--- src/hw/rtl/epms_pkg.sv ---
// Shared types, codes and constants for the encoder PID motor speed block.
// No dependencies; every other file refers to it by scoped names.
`default_nettype none

package epms_pkg;

  // Default parameter values
  localparam int PULSES_PER_TURN_DEF = 5500;
  localparam int DUTY_FULL_DEF       = 1000;
  localparam int COUNT_BITS_DEF      = 16;

  // Fixed arithmetic constants
  localparam int SEC_PER_MIN = 60;
  localparam int RPM_MAX     = 1023;

  // Field widths
  localparam int ENC_W      = 16;
  localparam int RPM_W      = 10;
  localparam int DUTY_W     = 10;
  localparam int SP_W       = 12;
  localparam int GAIN_W     = 16;
  localparam int PULSE_W    = 32;
  localparam int ERR_W      = 13;
  localparam int DERIV_W    = 14;
  localparam int SUM_W      = 32;
  localparam int PROD_P_W   = GAIN_W + ERR_W;
  localparam int PROD_I_W   = GAIN_W + SUM_W;
  localparam int PROD_D_W   = GAIN_W + DERIV_W;
  localparam int CSUM_W     = PROD_I_W + 2;
  localparam int CORR_W     = CSUM_W - 8;
  localparam int CFG_IDX_W  = 3;
  localparam int CFG_DATA_W = 32;

  // Action codes of an input item
  localparam logic [1:0] ACT_TICK  = 2'd0;
  localparam logic [1:0] ACT_START = 2'd1;
  localparam logic [1:0] ACT_STOP  = 2'd2;

  // Configuration register indexes
  localparam logic [CFG_IDX_W-1:0] REG_SETPOINT = 3'd0;
  localparam logic [CFG_IDX_W-1:0] REG_GAIN_P   = 3'd1;
  localparam logic [CFG_IDX_W-1:0] REG_GAIN_I   = 3'd2;
  localparam logic [CFG_IDX_W-1:0] REG_GAIN_D   = 3'd3;
  localparam logic [CFG_IDX_W-1:0] REG_BASE     = 3'd4;
  localparam logic [CFG_IDX_W-1:0] REG_TARGET   = 3'd5;
  localparam logic [CFG_IDX_W-1:0] REG_REVERSE  = 3'd6;

  // Configuration reset values
  localparam logic [SP_W-1:0]          SETPOINT_RST = 12'd18;
  localparam logic signed [GAIN_W-1:0] GAIN_P_RST   = 16'sd2560;
  localparam logic signed [GAIN_W-1:0] GAIN_I_RST   = 16'sd128;
  localparam logic signed [GAIN_W-1:0] GAIN_D_RST   = 16'sd0;
  localparam logic [DUTY_W-1:0]        BASE_RST     = 10'd400;
  localparam logic [PULSE_W-1:0]       TARGET_RST   = 32'd27500;

  // Drive pin codes: bit 0 forward, bit 1 reverse
  localparam logic [1:0] DIR_NONE = 2'b00;
  localparam logic [1:0] DIR_FWD  = 2'b01;
  localparam logic [1:0] DIR_REV  = 2'b10;

  // What an item does once the front stage has looked at it
  typedef enum logic [1:0] {
    KIND_IGNORE,
    KIND_START,
    KIND_STOP,
    KIND_RUN
  } kind_t;

  // Control that travels with every item down the pipeline
  typedef struct packed {
    kind_t      kind;
    logic       running;
    logic       finished;
    logic [1:0] dir;
  } ctl_t;

  // Item after the error stage
  typedef struct packed {
    ctl_t                       ctl;
    logic [RPM_W-1:0]           rpm;
    logic signed [ERR_W-1:0]    err;
    logic signed [SUM_W-1:0]    sum;
    logic signed [DERIV_W-1:0]  deriv;
  } err_t;

  // Item after the gain products
  typedef struct packed {
    ctl_t                        ctl;
    logic [RPM_W-1:0]            rpm;
    logic signed [PROD_P_W-1:0]  prod_p;
    logic signed [PROD_I_W-1:0]  prod_i;
    logic signed [PROD_D_W-1:0]  prod_d;
  } prod_t;

  // Result item
  typedef struct packed {
    logic [DUTY_W-1:0] duty;
    logic [RPM_W-1:0]  rpm;
    logic              running;
    logic              finished;
    logic              fwd;
    logic              rev;
  } result_t;

endpackage

`default_nettype wire

--- src/hw/rtl/encoder_pid_motor_speed_tick.sv ---
// Top level of the encoder PID motor speed block: input register, control
// registers and the stage chain. Depends on epms_pkg, epms_front, epms_speed, epms_pid.
//
//   channel  | handshake            | payload
//   ---------+----------------------+------------------------------------------
//   in       | in_valid / in_stall  | action, encoder_count
//   out      | out_valid / out_stall| duty, speed_rpm, running, finished,
//            |                      | drive_forward, drive_reverse
//   cfg      | cfg_valid / cfg_ready| cfg_index, cfg_data (always ready)
//
// One item per cycle while out_stall is low; each item passes an input register and
// five stages (front, rpm multiply, error, gain products, duty) before its result
// is shown. Each stage register moves on its own, so empty stages fill while a
// result waits under out_stall. Synchronous reset clears control and loop state at
// once; there is no clearing pass.
`default_nettype none

module encoder_pid_motor_speed_tick #(
  parameter int PULSES_PER_TURN = epms_pkg::PULSES_PER_TURN_DEF,
  parameter int DUTY_FULL       = epms_pkg::DUTY_FULL_DEF,
  parameter int COUNT_BITS      = epms_pkg::COUNT_BITS_DEF
) (
  input  wire logic                              clk,
  input  wire logic                              rst,
  input  wire logic                              in_valid,
  output logic                                   in_stall,
  input  wire logic [1:0]                        action,
  input  wire logic [epms_pkg::ENC_W-1:0]        encoder_count,
  output logic                                   out_valid,
  input  wire logic                              out_stall,
  output logic [epms_pkg::DUTY_W-1:0]            duty,
  output logic [epms_pkg::RPM_W-1:0]             speed_rpm,
  output logic                                   running,
  output logic                                   finished,
  output logic                                   drive_forward,
  output logic                                   drive_reverse,
  input  wire logic                              cfg_valid,
  output logic                                   cfg_ready,
  input  wire logic [epms_pkg::CFG_IDX_W-1:0]    cfg_index,
  input  wire logic [epms_pkg::CFG_DATA_W-1:0]   cfg_data
);

  localparam logic [63:0] RpmLim = 64'(epms_pkg::RPM_MAX + 1) * 64'(PULSES_PER_TURN);
  localparam int          NumW   = $clog2(RpmLim);

  // Control registers
  logic [epms_pkg::SP_W-1:0]          setpoint_rpm;
  logic signed [epms_pkg::GAIN_W-1:0] gain_p;
  logic signed [epms_pkg::GAIN_W-1:0] gain_i;
  logic signed [epms_pkg::GAIN_W-1:0] gain_d;
  logic [epms_pkg::DUTY_W-1:0]        base_duty;
  logic [epms_pkg::PULSE_W-1:0]       stop_pulses;
  logic                               reverse_dir;

  // Input register
  logic                               in_q_valid;
  logic [1:0]                         action_q;
  logic [epms_pkg::ENC_W-1:0]         count_q;
  logic [31:0]                        count_ext;
  logic                               in_ready;
  logic                               ld0;

  // Stage links
  logic                               front_ready;
  logic                               front_valid;
  epms_pkg::ctl_t                     front_ctl;
  logic [NumW-1:0]                    front_num;
  logic                               speed_ready;
  logic                               speed_valid;
  epms_pkg::err_t                     speed_item;
  logic                               pid_ready;
  epms_pkg::result_t                  res;

  // Write control registers
  assign cfg_ready = 1'b1;

  always_ff @(posedge clk) begin
    if (rst) begin
      setpoint_rpm <= epms_pkg::SETPOINT_RST;
      gain_p       <= epms_pkg::GAIN_P_RST;
      gain_i       <= epms_pkg::GAIN_I_RST;
      gain_d       <= epms_pkg::GAIN_D_RST;
      base_duty    <= epms_pkg::BASE_RST;
      stop_pulses  <= epms_pkg::TARGET_RST;
      reverse_dir  <= 1'b0;
    end else if (cfg_valid && cfg_ready) begin
      unique case (cfg_index)
        epms_pkg::REG_SETPOINT: setpoint_rpm <= cfg_data[epms_pkg::SP_W-1:0];
        epms_pkg::REG_GAIN_P:   gain_p       <= cfg_data[epms_pkg::GAIN_W-1:0];
        epms_pkg::REG_GAIN_I:   gain_i       <= cfg_data[epms_pkg::GAIN_W-1:0];
        epms_pkg::REG_GAIN_D:   gain_d       <= cfg_data[epms_pkg::GAIN_W-1:0];
        epms_pkg::REG_BASE:     base_duty    <= cfg_data[epms_pkg::DUTY_W-1:0];
        epms_pkg::REG_TARGET:   stop_pulses  <= cfg_data[epms_pkg::PULSE_W-1:0];
        epms_pkg::REG_REVERSE:  reverse_dir  <= cfg_data[0];
        default: begin
        end
      endcase
    end
  end

  // Take an item into the input register
  assign in_ready = !in_q_valid || front_ready;
  assign in_stall = !in_ready;
  assign ld0      = in_valid && in_ready;

  always_ff @(posedge clk) begin
    if (rst) begin
      in_q_valid <= 1'b0;
    end else if (ld0) begin
      in_q_valid <= 1'b1;
    end else if (front_ready) begin
      in_q_valid <= 1'b0;
    end
  end

  always_ff @(posedge clk) begin
    if (ld0) begin
      action_q <= action;
      count_q  <= encoder_count;
    end
  end

  // Counter sample at the configured counter width
  assign count_ext = 32'(count_q);

  epms_front #(
    .PULSES_PER_TURN (PULSES_PER_TURN),
    .COUNT_BITS      (COUNT_BITS)
  ) u_front (
    .clk         (clk),
    .rst         (rst),
    .up_valid    (in_q_valid),
    .up_ready    (front_ready),
    .up_action   (action_q),
    .up_count    (count_ext[COUNT_BITS-1:0]),
    .stop_pulses (stop_pulses),
    .reverse_dir (reverse_dir),
    .dn_valid    (front_valid),
    .dn_ready    (speed_ready),
    .dn_ctl      (front_ctl),
    .dn_num      (front_num)
  );

  epms_speed #(
    .PULSES_PER_TURN (PULSES_PER_TURN)
  ) u_speed (
    .clk          (clk),
    .rst          (rst),
    .up_valid     (front_valid),
    .up_ready     (speed_ready),
    .up_ctl       (front_ctl),
    .up_num       (front_num),
    .setpoint_rpm (setpoint_rpm),
    .dn_valid     (speed_valid),
    .dn_ready     (pid_ready),
    .dn           (speed_item)
  );

  epms_pid #(
    .DUTY_FULL (DUTY_FULL)
  ) u_pid (
    .clk       (clk),
    .rst       (rst),
    .up_valid  (speed_valid),
    .up_ready  (pid_ready),
    .up        (speed_item),
    .gain_p    (gain_p),
    .gain_i    (gain_i),
    .gain_d    (gain_d),
    .base_duty (base_duty),
    .dn_valid  (out_valid),
    .dn_ready  (!out_stall),
    .dn        (res)
  );

  // Drive result ports
  assign duty          = res.duty;
  assign speed_rpm     = res.rpm;
  assign running       = res.running;
  assign finished      = res.finished;
  assign drive_forward = res.fwd;
  assign drive_reverse = res.rev;

  // A finished run leaves the loop halted with the duty dropped
  a_finish_halts: assert property (@(posedge clk) disable iff (rst)
    out_valid && finished |-> !running && duty == '0)
    else $error("finished item still running or driving duty");

  // Halted loop never drives the motor
  a_halt_zero_duty: assert property (@(posedge clk) disable iff (rst)
    out_valid && !running |-> duty == '0)
    else $error("duty nonzero while halted");

  // A running loop drives exactly one bridge input
  a_run_one_dir: assert property (@(posedge clk) disable iff (rst)
    out_valid && running |-> drive_forward != drive_reverse)
    else $error("running with no or both drive pins");

  // Both bridge inputs are never high together
  a_no_shoot: assert property (@(posedge clk) disable iff (rst)
    $onehot0({drive_forward, drive_reverse}))
    else $error("both drive pins high");

endmodule

`default_nettype wire

--- src/hw/rtl/epms_front.sv ---
// Front stage: counter difference, pulse total, run state and rpm numerator.
// Depends on epms_pkg.
`default_nettype none

module epms_front #(
  parameter int PULSES_PER_TURN = epms_pkg::PULSES_PER_TURN_DEF,
  parameter int COUNT_BITS      = epms_pkg::COUNT_BITS_DEF,
  localparam logic [63:0] RpmLim = 64'(epms_pkg::RPM_MAX + 1) * 64'(PULSES_PER_TURN),
  localparam int NumW = $clog2(RpmLim)
) (
  input  wire logic                          clk,
  input  wire logic                          rst,
  input  wire logic                          up_valid,
  output logic                               up_ready,
  input  wire logic [1:0]                    up_action,
  input  wire logic [COUNT_BITS-1:0]         up_count,
  input  wire logic [epms_pkg::PULSE_W-1:0]  stop_pulses,
  input  wire logic                          reverse_dir,
  output logic                               dn_valid,
  input  wire logic                          dn_ready,
  output epms_pkg::ctl_t                     dn_ctl,
  output logic [NumW-1:0]                    dn_num
);

  localparam int N60W = COUNT_BITS + 6;

  // Loop state
  logic [COUNT_BITS-1:0]        prev_count;
  logic [epms_pkg::PULSE_W-1:0] pulse_total;
  logic                         active;
  logic [1:0]                   dir;

  logic [COUNT_BITS-1:0]        prev_count_next;
  logic [epms_pkg::PULSE_W-1:0] pulse_total_next;
  logic                         active_next;
  logic [1:0]                   dir_next;

  epms_pkg::kind_t              kind;
  logic [COUNT_BITS-1:0]        raw;
  logic [COUNT_BITS-1:0]        mag;
  logic [epms_pkg::PULSE_W:0]   total_wide;
  logic [epms_pkg::PULSE_W-1:0] total_sat;
  logic                         fin;
  logic [N60W-1:0]              n60;
  logic [NumW-1:0]              num;
  logic                         ld;

  assign up_ready = !dn_valid || dn_ready;
  assign ld       = up_valid && up_ready;

  // Classify the item
  always_comb begin
    case (up_action)
      epms_pkg::ACT_START: kind = epms_pkg::KIND_START;
      epms_pkg::ACT_STOP:  kind = epms_pkg::KIND_STOP;
      epms_pkg::ACT_TICK:  kind = active ? epms_pkg::KIND_RUN : epms_pkg::KIND_IGNORE;
      default:             kind = epms_pkg::KIND_IGNORE;
    endcase
  end

  // Wrapped difference, magnitude and saturating pulse total
  assign raw        = up_count - prev_count;
  assign mag        = raw[COUNT_BITS-1] ? (~raw + 1'b1) : raw;
  assign total_wide = {1'b0, pulse_total} + (epms_pkg::PULSE_W + 1)'(mag);
  assign total_sat  = total_wide[epms_pkg::PULSE_W] ? '1 : total_wide[epms_pkg::PULSE_W-1:0];
  assign fin        = (kind == epms_pkg::KIND_RUN) && (total_sat >= stop_pulses);

  // Numerator of the rpm quotient; capping it below the limit caps rpm at its max
  assign n60 = {mag, 6'b0} - {4'b0, mag, 2'b0};
  assign num = (64'(n60) >= RpmLim) ? NumW'(RpmLim - 64'd1) : NumW'(n60);

  // Next loop state
  always_comb begin
    prev_count_next  = prev_count;
    pulse_total_next = pulse_total;
    active_next      = active;
    dir_next         = dir;
    case (kind)
      epms_pkg::KIND_START: begin
        prev_count_next  = '0;
        pulse_total_next = '0;
        active_next      = 1'b1;
        dir_next         = reverse_dir ? epms_pkg::DIR_REV : epms_pkg::DIR_FWD;
      end
      epms_pkg::KIND_STOP: begin
        active_next = 1'b0;
      end
      epms_pkg::KIND_RUN: begin
        prev_count_next  = up_count;
        pulse_total_next = total_sat;
        active_next      = !fin;
      end
      default: begin
      end
    endcase
  end

  // Update state as the item moves on
  always_ff @(posedge clk) begin
    if (rst) begin
      prev_count  <= '0;
      pulse_total <= '0;
      active      <= 1'b0;
      dir         <= epms_pkg::DIR_NONE;
    end else if (ld) begin
      prev_count  <= prev_count_next;
      pulse_total <= pulse_total_next;
      active      <= active_next;
      dir         <= dir_next;
    end
  end

  // Stage register
  always_ff @(posedge clk) begin
    if (rst) begin
      dn_valid <= 1'b0;
    end else if (ld) begin
      dn_valid <= 1'b1;
    end else if (dn_ready) begin
      dn_valid <= 1'b0;
    end
  end

  always_ff @(posedge clk) begin
    if (ld) begin
      dn_ctl.kind     <= kind;
      dn_ctl.running  <= active_next;
      dn_ctl.finished <= fin;
      dn_ctl.dir      <= dir_next;
      dn_num          <= num;
    end
  end

endmodule

`default_nettype wire

--- src/hw/rtl/epms_speed.sv ---
// Speed and error stages: rpm by reciprocal multiply, then error, saturating
// integral and derivative. Depends on epms_pkg.
`default_nettype none

module epms_speed #(
  parameter int PULSES_PER_TURN = epms_pkg::PULSES_PER_TURN_DEF,
  localparam logic [63:0] RpmLim = 64'(epms_pkg::RPM_MAX + 1) * 64'(PULSES_PER_TURN),
  localparam int NumW = $clog2(RpmLim)
) (
  input  wire logic                        clk,
  input  wire logic                        rst,
  input  wire logic                        up_valid,
  output logic                             up_ready,
  input  wire epms_pkg::ctl_t              up_ctl,
  input  wire logic [NumW-1:0]             up_num,
  input  wire logic [epms_pkg::SP_W-1:0]   setpoint_rpm,
  output logic                             dn_valid,
  input  wire logic                        dn_ready,
  output epms_pkg::err_t                   dn
);

  // floor(x / PULSES_PER_TURN) == (x * RecipM) >> RecipK for every x below 2**NumW
  localparam int          RecipK = NumW + $clog2(PULSES_PER_TURN);
  localparam logic [63:0] RecipM = ((64'd1 << RecipK) + 64'(PULSES_PER_TURN) - 64'd1)
                                   / 64'(PULSES_PER_TURN);
  localparam int          MW     = NumW + 2;
  localparam int          PW     = NumW + MW;

  localparam logic signed [epms_pkg::SUM_W-1:0] SumMax = {1'b0, {(epms_pkg::SUM_W-1){1'b1}}};
  localparam logic signed [epms_pkg::SUM_W-1:0] SumMin = {1'b1, {(epms_pkg::SUM_W-1){1'b0}}};

  // Rpm stage
  logic [PW-1:0]                   rpm_prod;
  logic [epms_pkg::RPM_W-1:0]      rpm_meas;
  logic [epms_pkg::RPM_W-1:0]      held_rpm;
  logic [epms_pkg::RPM_W-1:0]      held_rpm_next;
  logic                            s2_valid;
  epms_pkg::ctl_t                  s2_ctl;
  logic [epms_pkg::RPM_W-1:0]      s2_rpm;
  logic                            s2_ready;
  logic                            ld2;

  // Error stage
  logic signed [epms_pkg::SUM_W-1:0]   error_sum;
  logic signed [epms_pkg::ERR_W-1:0]   last_err;
  logic signed [epms_pkg::SUM_W-1:0]   error_sum_next;
  logic signed [epms_pkg::ERR_W-1:0]   last_err_next;
  logic signed [epms_pkg::ERR_W-1:0]   err;
  logic signed [epms_pkg::SUM_W:0]     sum_wide;
  logic signed [epms_pkg::SUM_W-1:0]   sum_sat;
  logic signed [epms_pkg::DERIV_W-1:0] deriv;
  logic                                ld3;

  assign up_ready = s2_ready;
  assign s2_ready = !s2_valid || (!dn_valid || dn_ready);
  assign ld2      = up_valid && s2_ready;
  assign ld3      = s2_valid && (!dn_valid || dn_ready);

  // Speed from the capped numerator
  assign rpm_prod = PW'(up_num) * PW'(RecipM[MW-1:0]);
  assign rpm_meas = rpm_prod[RecipK +: epms_pkg::RPM_W];

  always_comb begin
    case (up_ctl.kind)
      epms_pkg::KIND_START: held_rpm_next = '0;
      epms_pkg::KIND_RUN:   held_rpm_next = rpm_meas;
      default:              held_rpm_next = held_rpm;
    endcase
  end

  always_ff @(posedge clk) begin
    if (rst) begin
      held_rpm <= '0;
      s2_valid <= 1'b0;
    end else begin
      if (ld2) begin
        held_rpm <= held_rpm_next;
      end
      if (ld2) begin
        s2_valid <= 1'b1;
      end else if (ld3) begin
        s2_valid <= 1'b0;
      end
    end
  end

  always_ff @(posedge clk) begin
    if (ld2) begin
      s2_ctl <= up_ctl;
      s2_rpm <= held_rpm_next;
    end
  end

  // Error, saturating integral and derivative
  assign err      = $signed({1'b0, setpoint_rpm}) - $signed({3'b0, s2_rpm});
  assign sum_wide = (epms_pkg::SUM_W + 1)'(error_sum) + (epms_pkg::SUM_W + 1)'(err);
  assign deriv    = epms_pkg::DERIV_W'(err) - epms_pkg::DERIV_W'(last_err);

  always_comb begin
    if (sum_wide[epms_pkg::SUM_W] != sum_wide[epms_pkg::SUM_W-1]) begin
      sum_sat = sum_wide[epms_pkg::SUM_W] ? SumMin : SumMax;
    end else begin
      sum_sat = sum_wide[epms_pkg::SUM_W-1:0];
    end
  end

  always_comb begin
    case (s2_ctl.kind)
      epms_pkg::KIND_START: begin
        error_sum_next = '0;
        last_err_next  = '0;
      end
      epms_pkg::KIND_RUN: begin
        error_sum_next = sum_sat;
        last_err_next  = err;
      end
      default: begin
        error_sum_next = error_sum;
        last_err_next  = last_err;
      end
    endcase
  end

  always_ff @(posedge clk) begin
    if (rst) begin
      error_sum <= '0;
      last_err  <= '0;
      dn_valid  <= 1'b0;
    end else begin
      if (ld3) begin
        error_sum <= error_sum_next;
        last_err  <= last_err_next;
      end
      if (ld3) begin
        dn_valid <= 1'b1;
      end else if (dn_ready) begin
        dn_valid <= 1'b0;
      end
    end
  end

  always_ff @(posedge clk) begin
    if (ld3) begin
      dn.ctl   <= s2_ctl;
      dn.rpm   <= s2_rpm;
      dn.err   <= err;
      dn.sum   <= sum_sat;
      dn.deriv <= deriv;
    end
  end

endmodule

`default_nettype wire

--- src/hw/rtl/epms_pid.sv ---
// Gain stage and duty stage: the three Q8.8 products, then the correction,
// base duty and clamp into the result register. Depends on epms_pkg.
`default_nettype none

module epms_pid #(
  parameter int DUTY_FULL = epms_pkg::DUTY_FULL_DEF
) (
  input  wire logic                              clk,
  input  wire logic                              rst,
  input  wire logic                              up_valid,
  output logic                                   up_ready,
  input  wire epms_pkg::err_t                    up,
  input  wire logic signed [epms_pkg::GAIN_W-1:0] gain_p,
  input  wire logic signed [epms_pkg::GAIN_W-1:0] gain_i,
  input  wire logic signed [epms_pkg::GAIN_W-1:0] gain_d,
  input  wire logic [epms_pkg::DUTY_W-1:0]       base_duty,
  output logic                                   dn_valid,
  input  wire logic                              dn_ready,
  output epms_pkg::result_t                      dn
);

  localparam int          ValW      = epms_pkg::CORR_W + 2;
  localparam logic [31:0] DutyFullW = 32'(DUTY_FULL);
  localparam logic [epms_pkg::DUTY_W-1:0] DutyFullLow = DutyFullW[epms_pkg::DUTY_W-1:0];

  logic                                  s4_valid;
  epms_pkg::prod_t                       s4;
  logic                                  s4_ready;
  logic                                  ld4;
  logic                                  ld5;

  logic signed [epms_pkg::CSUM_W-1:0]    csum;
  logic signed [epms_pkg::CSUM_W-1:0]    csum_adj;
  logic signed [epms_pkg::CORR_W-1:0]    corr;
  logic signed [ValW-1:0]                val;
  logic [epms_pkg::DUTY_W-1:0]           base_clamp;
  logic [epms_pkg::DUTY_W-1:0]           pid_clamp;
  logic [epms_pkg::DUTY_W-1:0]           duty_next;

  assign s4_ready = !s4_valid || (!dn_valid || dn_ready);
  assign up_ready = s4_ready;
  assign ld4      = up_valid && s4_ready;
  assign ld5      = s4_valid && (!dn_valid || dn_ready);

  // Gain products, one multiplier each
  always_ff @(posedge clk) begin
    if (rst) begin
      s4_valid <= 1'b0;
    end else if (ld4) begin
      s4_valid <= 1'b1;
    end else if (ld5) begin
      s4_valid <= 1'b0;
    end
  end

  always_ff @(posedge clk) begin
    if (ld4) begin
      s4.ctl    <= up.ctl;
      s4.rpm    <= up.rpm;
      s4.prod_p <= epms_pkg::PROD_P_W'(gain_p) * epms_pkg::PROD_P_W'(up.err);
      s4.prod_i <= epms_pkg::PROD_I_W'(gain_i) * epms_pkg::PROD_I_W'(up.sum);
      s4.prod_d <= epms_pkg::PROD_D_W'(gain_d) * epms_pkg::PROD_D_W'(up.deriv);
    end
  end

  // Correction divided by 256, truncated toward zero
  assign csum     = epms_pkg::CSUM_W'(s4.prod_p) + epms_pkg::CSUM_W'(s4.prod_i)
                  + epms_pkg::CSUM_W'(s4.prod_d);
  assign csum_adj = csum + (csum[epms_pkg::CSUM_W-1] ? epms_pkg::CSUM_W'(255)
                                                      : epms_pkg::CSUM_W'(0));
  assign corr     = epms_pkg::CORR_W'(csum_adj >>> 8);
  assign val      = ValW'(corr) + ValW'($signed({1'b0, base_duty}));

  // Clamp to 0..DUTY_FULL
  assign base_clamp = (32'(base_duty) > DutyFullW) ? DutyFullLow : base_duty;

  always_comb begin
    if (val[ValW-1]) begin
      pid_clamp = '0;
    end else if (val > $signed(ValW'(DutyFullW))) begin
      pid_clamp = DutyFullLow;
    end else begin
      pid_clamp = val[epms_pkg::DUTY_W-1:0];
    end
  end

  // Pick the duty the item leaves behind
  always_comb begin
    case (s4.ctl.kind)
      epms_pkg::KIND_START: duty_next = base_clamp;
      epms_pkg::KIND_STOP:  duty_next = '0;
      epms_pkg::KIND_RUN:   duty_next = s4.ctl.finished ? '0 : pid_clamp;
      default:              duty_next = dn.duty;
    endcase
  end

  // Result register; its duty field is the held duty
  always_ff @(posedge clk) begin
    if (rst) begin
      dn_valid <= 1'b0;
      dn       <= '0;
    end else begin
      if (ld5) begin
        dn_valid    <= 1'b1;
        dn.duty     <= duty_next;
        dn.rpm      <= s4.rpm;
        dn.running  <= s4.ctl.running;
        dn.finished <= s4.ctl.finished;
        dn.fwd      <= s4.ctl.dir[0];
        dn.rev      <= s4.ctl.dir[1];
      end else if (dn_ready) begin
        dn_valid <= 1'b0;
      end
    end
  end

endmodule

`default_nettype wire
--- config.mk ---
export PLATFORM = sky130hd
export DESIGN_NAME = encoder_pid_motor_speed_tick
export DESIGN_NICKNAME = d
export VERILOG_FILES = /design/src/hw/rtl/epms_pkg.sv /design/src/hw/rtl/encoder_pid_motor_speed_tick.sv /design/src/hw/rtl/epms_front.sv /design/src/hw/rtl/epms_speed.sv /design/src/hw/rtl/epms_pid.sv
export SDC_FILE = /design/constraint.sdc
export NUM_CORES = 2
export LEC_CHECK = 0
export BUFFER_PORTS_ARGS = -buffer_cell sky130_fd_sc_hd__clkbuf_2
export CORE_UTILIZATION = 40
export DETAILED_ROUTE_END_ITERATION = 8
export MAX_ROUTING_LAYER = met4
export PLACE_DENSITY_LB_ADDON = 0.15
export SYNTH_ARGS = -nofsm -noshare
export SYNTH_HDL_FRONTEND = slang
export SYNTH_HIERARCHICAL = 1
export SYNTH_SLANG_ARGS = --single-unit
--- constraint.sdc ---
create_clock -name clk -period 27.2 [get_ports clk]
set_input_delay 4.08 -clock clk [delete_from_list [all_inputs] [get_ports clk]]
set_output_delay 4.08 -clock clk [all_outputs]
set_load 0.01 [all_outputs]
==> results.py <==
metrics = {
    "logic_synthesis": {
        "avgSynthCellArea_um2": 9.51,
        "yosysTopAreaCellShare_pct": 32.1,
        "synthTopCellsByArea": "fa_1 (32%), ha_1 (12%), edfxtp_1 (11%)",
        "ys_seq_elements": 497,
        "synth_flop_cell": "edfxtp_1",
        "synth_largest_area_cell": "fa_1",
        "synthesis.area_um2": 73300,
        "synth.yosys.seq_area_share_pct": 17.1,
        "synthArstFlopShare_pct": 0,
        "yosys_warnings": 6,
        "synth_most_common_cell": "inv_1",
        "synthCells": 7702,
        "synth_commonest_cells": "inv_1 (1409), fa_1 (1175), nand2_1 (851)",
        "synth_edf_count": 258,
        "synthDistinctLibCells": 126,
    },
    "timing": {
        "fin_crit_sh_pct": 38.4,
        "period_needed_ns": 10.43,
        "tns_ns": 0,
        "setup_viol": 0,
        "final_hold_viol_count": 0,
        "slew_viol_final": 0,
        "max_freq_ghz": 0.0958,
        "worstMarginPinSlew_ns": 1.20,
        "fin_ws_ns": 16.77,
        "rsz0062_at_grt": "false",
        "clock_skew_ns": 0.0903,
        "max-slew-margin-rel_pct": 19.7,
    },
    "floorplan": {
        "ioPinCount": 85,
        "core_area_um2": 181000,
        "dieArea_um2": 185000,
        "die_w_um": 430,
        "die_h_um": 430,
        "rows": 156,
        "initial_core_util_pct": 40.4,
    },
    "place": {
        "hpwl_um": 161000,
        "place.port_buffers": 83,
        "place_inst": 9945,
        "gp_congestion": 0.887,
        "dp_slack_ns": 16.68,
    },
    "cts": {
        "cts_tree": "done",
        "cts_buffer_depth": 3,
        "clk_pin_slew_worst_paths_ns": 0.08,
        "clkLatencyLatePin_ns": 0.74,
        "cts_setup_buffers": 0,
        "holdBufCountCts": 0,
        "cts_buffers": 60,
        "root_buffer": "clkbuf_16",
        "ctsResizeCount": 0,
        "cts.htree.levels": 2,
        "cts.sinks": 497,
    },
    "global_routing": {
        "overflow": 0,
        "busiest_layer": "met2",
        "use_met1_pct": 29.6,
        "grt_antenna_before_repair": 4,
        "track_usage_pct": 22.6,
        "grt_pass1_wl_um": 319000,
        "grt_max_degree": 108,
        "grt_pass1_vias": 55958,
        "use_met3_pct": 2.40,
        "use_met2_pct": 37.6,
    },
    "hold_path": {
        "hold-path-endpoint": "u_speed/s2_ctl[1]$_DFFE_PP_",
        "hp-class": "reg2reg",
        "holdCritStartpoint": "u_front/dn_ctl[1]$_DFFE_PP_",
        "min_path_cells": 0,
    },
    "drt": {
        "initialDrtViolationCount": 2880,
        "num_vias": 52281,
        "drt_drc_violations_left": 0,
        "ant_nets": 0,
        "wirelength_um": 200000,
        "viasPerCell": 5.20,
        "wl_per_cell_um": 19.9,
        "firstDrtPassIters": 7,
    },
    "layout": {
        "nNetsFinal": 9552,
        "multi_input_area_um2": 54400,
        "seqCellArea_um2": 12500,
        "fill_cells": 17660,
        "instances_no_fill": 10061,
        "layout-drive-gt1-share_pct": 5.05,
        "areaGrowthSynthToFinish_pct": 6.66,
        "final_core_util_pct": 43.1,
    },
    "critical_path": {
        "cp_max_fo": 20,
        "cp.required_ns": 27.74,
        "critPathLaunchType": "flip-flop",
        "reg2reg_depth": 39,
        "worst_ep_arrival_time_ns": 10.97,
        "crit_slowest_cell": "edfxtp_1",
        "critPathCaptureType": "flip-flop",
        "max_stage_delay_ns": 1.04,
        "r2r_setup_slack_ns": 16.77,
        "cpMostUsedCell": "a21oi_1",
        "timing.rr.end": "u_pid/dn[20]$_SDFFE_PP0P_",
        "r2r_start": "u_pid/s4[106]$_DFFE_PP_",
        "critPathKind": "reg2reg",
    },
    "outcome": {
        "outcome": "finished clean",
    },
    "run": {
        "cap_violations": 0,
    },
}
## worst max-delay path by stage
stage / from / end / slack, ns / cells past startpoint
6_report: u_pid/s4[106]$_DFFE_PP_ / u_pid/dn[20]$_SDFFE_PP0P_ / 16.77 / 39
4_1_cts: u_pid/s4[106]$_DFFE_PP_ / u_pid/dn[20]$_SDFFE_PP0P_ / 16.61 / 39
3_5_place_dp: u_pid/s4[106]$_DFFE_PP_ / u_pid/dn[20]$_SDFFE_PP0P_ / 16.68 / 38
3_3_place_gp: u_pid/s4[106]$_DFFE_PP_ / u_pid/dn[17]$_SDFFE_PP0P_ / 16.72 / 39
2_1_floorplan: u_pid/s4[29]$_DFFE_PP_ / u_pid/dn[17]$_SDFFE_PP0P_ / 18.00 / 38
5_1_grt: u_pid/s4[106]$_DFFE_PP_ / u_pid/dn[20]$_SDFFE_PP0P_ / 15.76 / 39
## state kept, by name (all words and copies together), names as in the netlist, 12 cells and up
signal,count
setpoint_rpm,12
u_speed/error_sum,32
stop_pulses,32
gain_i,16
u_front/dn_num,20
u_speed/last_err,13
u_pid/s4,123
u_front/prev_count,16
u_front/pulse_total,32
gain_p,16
u_pid/dn,24
gain_d,16
u_speed/dn,75
count_q,16
## kinds of logic after synthesis
| logic type | Yosys count | share of synthesized area, % |
|---|---|---|
| AOI/OAI and AO/OA | 1064 | 10.1 |
| muxes | 123 | 1.71 |
| other | 2 | 0.0103 |
| buffers and inverters | 1679 | 8.80 |
| adders and majority gates | 1858 | 43.8 |
| DFF | 497 | 17.1 |
| xor gates and xnor gates | 314 | 3.79 |
| and+or+nand+nor | 2165 | 14.7 |
## layout by cell type (no fill, tap or decap), types with 46 or more instances in the layout
cell,netlist,final
o21bai_1,51,51
nand2b_1,227,227
ha_1,682,682
nand3_1,91,91
dfxtp_1,239,234
nand2_1,851,851
and2_1,352,350
o21a_1,50,50
xor2_1,102,102
inv_1,1409,1409
and3_1,47,47
nor3_1,93,92
xnor2_1,209,209
a21oi_1,277,276
mux2i_1,112,112
fa_1,1175,1175
o21ai_0,169,169
nor2_1,279,278
edfxtp_1,258,258
buf_4,14,57
clkbuf_16,0,62
clkbuf_2,1,82
a21o_1,110,110
a211oi_1,46,46
## metrics by stage
stage,instance area (um2),hold slack [ns]
after global routing,78100,0.396
final,78100,0.397
after floorplan,73300,0.400
after global placement,76000,0.401
after detailed placement,76000,0.406
after CTS,78100,0.399
## layout make-up
| class | instances | share of cell area (%) |
|---|---|---|
| multi-input combinational | 5528 | 69.6 |
| sequential | 497 | 16.0 |
| tap | 2370 | 3.80 |
| clock buffer | 72 | 2.07 |
| inverter | 1410 | 6.77 |
| clock inverter | 42 | 0.649 |
| timing repair buffer | 140 | 1.09 |
| antenna | 2 | 0.00641 |
## critical path: cells and delay by family, from the launching register on
kind / cells / cell delay (ns)
XOR/XNOR: 2 / 0.25
adder cells (fa/ha/maj): 4 / 1.70
AO/OA/AOI/OAI: 20 / 4.45
AND/OR/NAND/NOR: 12 / 2.51
multiplexers: 1 / 0.36
flip-flops: 1 / 1.04
## routing by layer
metal	wire length [um]	share of wire [%]
met1	91200	46
met2	96400	48
met3	7980	4.0
met4	4780	2.4
met5	0	0
Power is not shown: default switching activity piles up to over one toggle a cycle in this logic, so the estimate is an artifact.
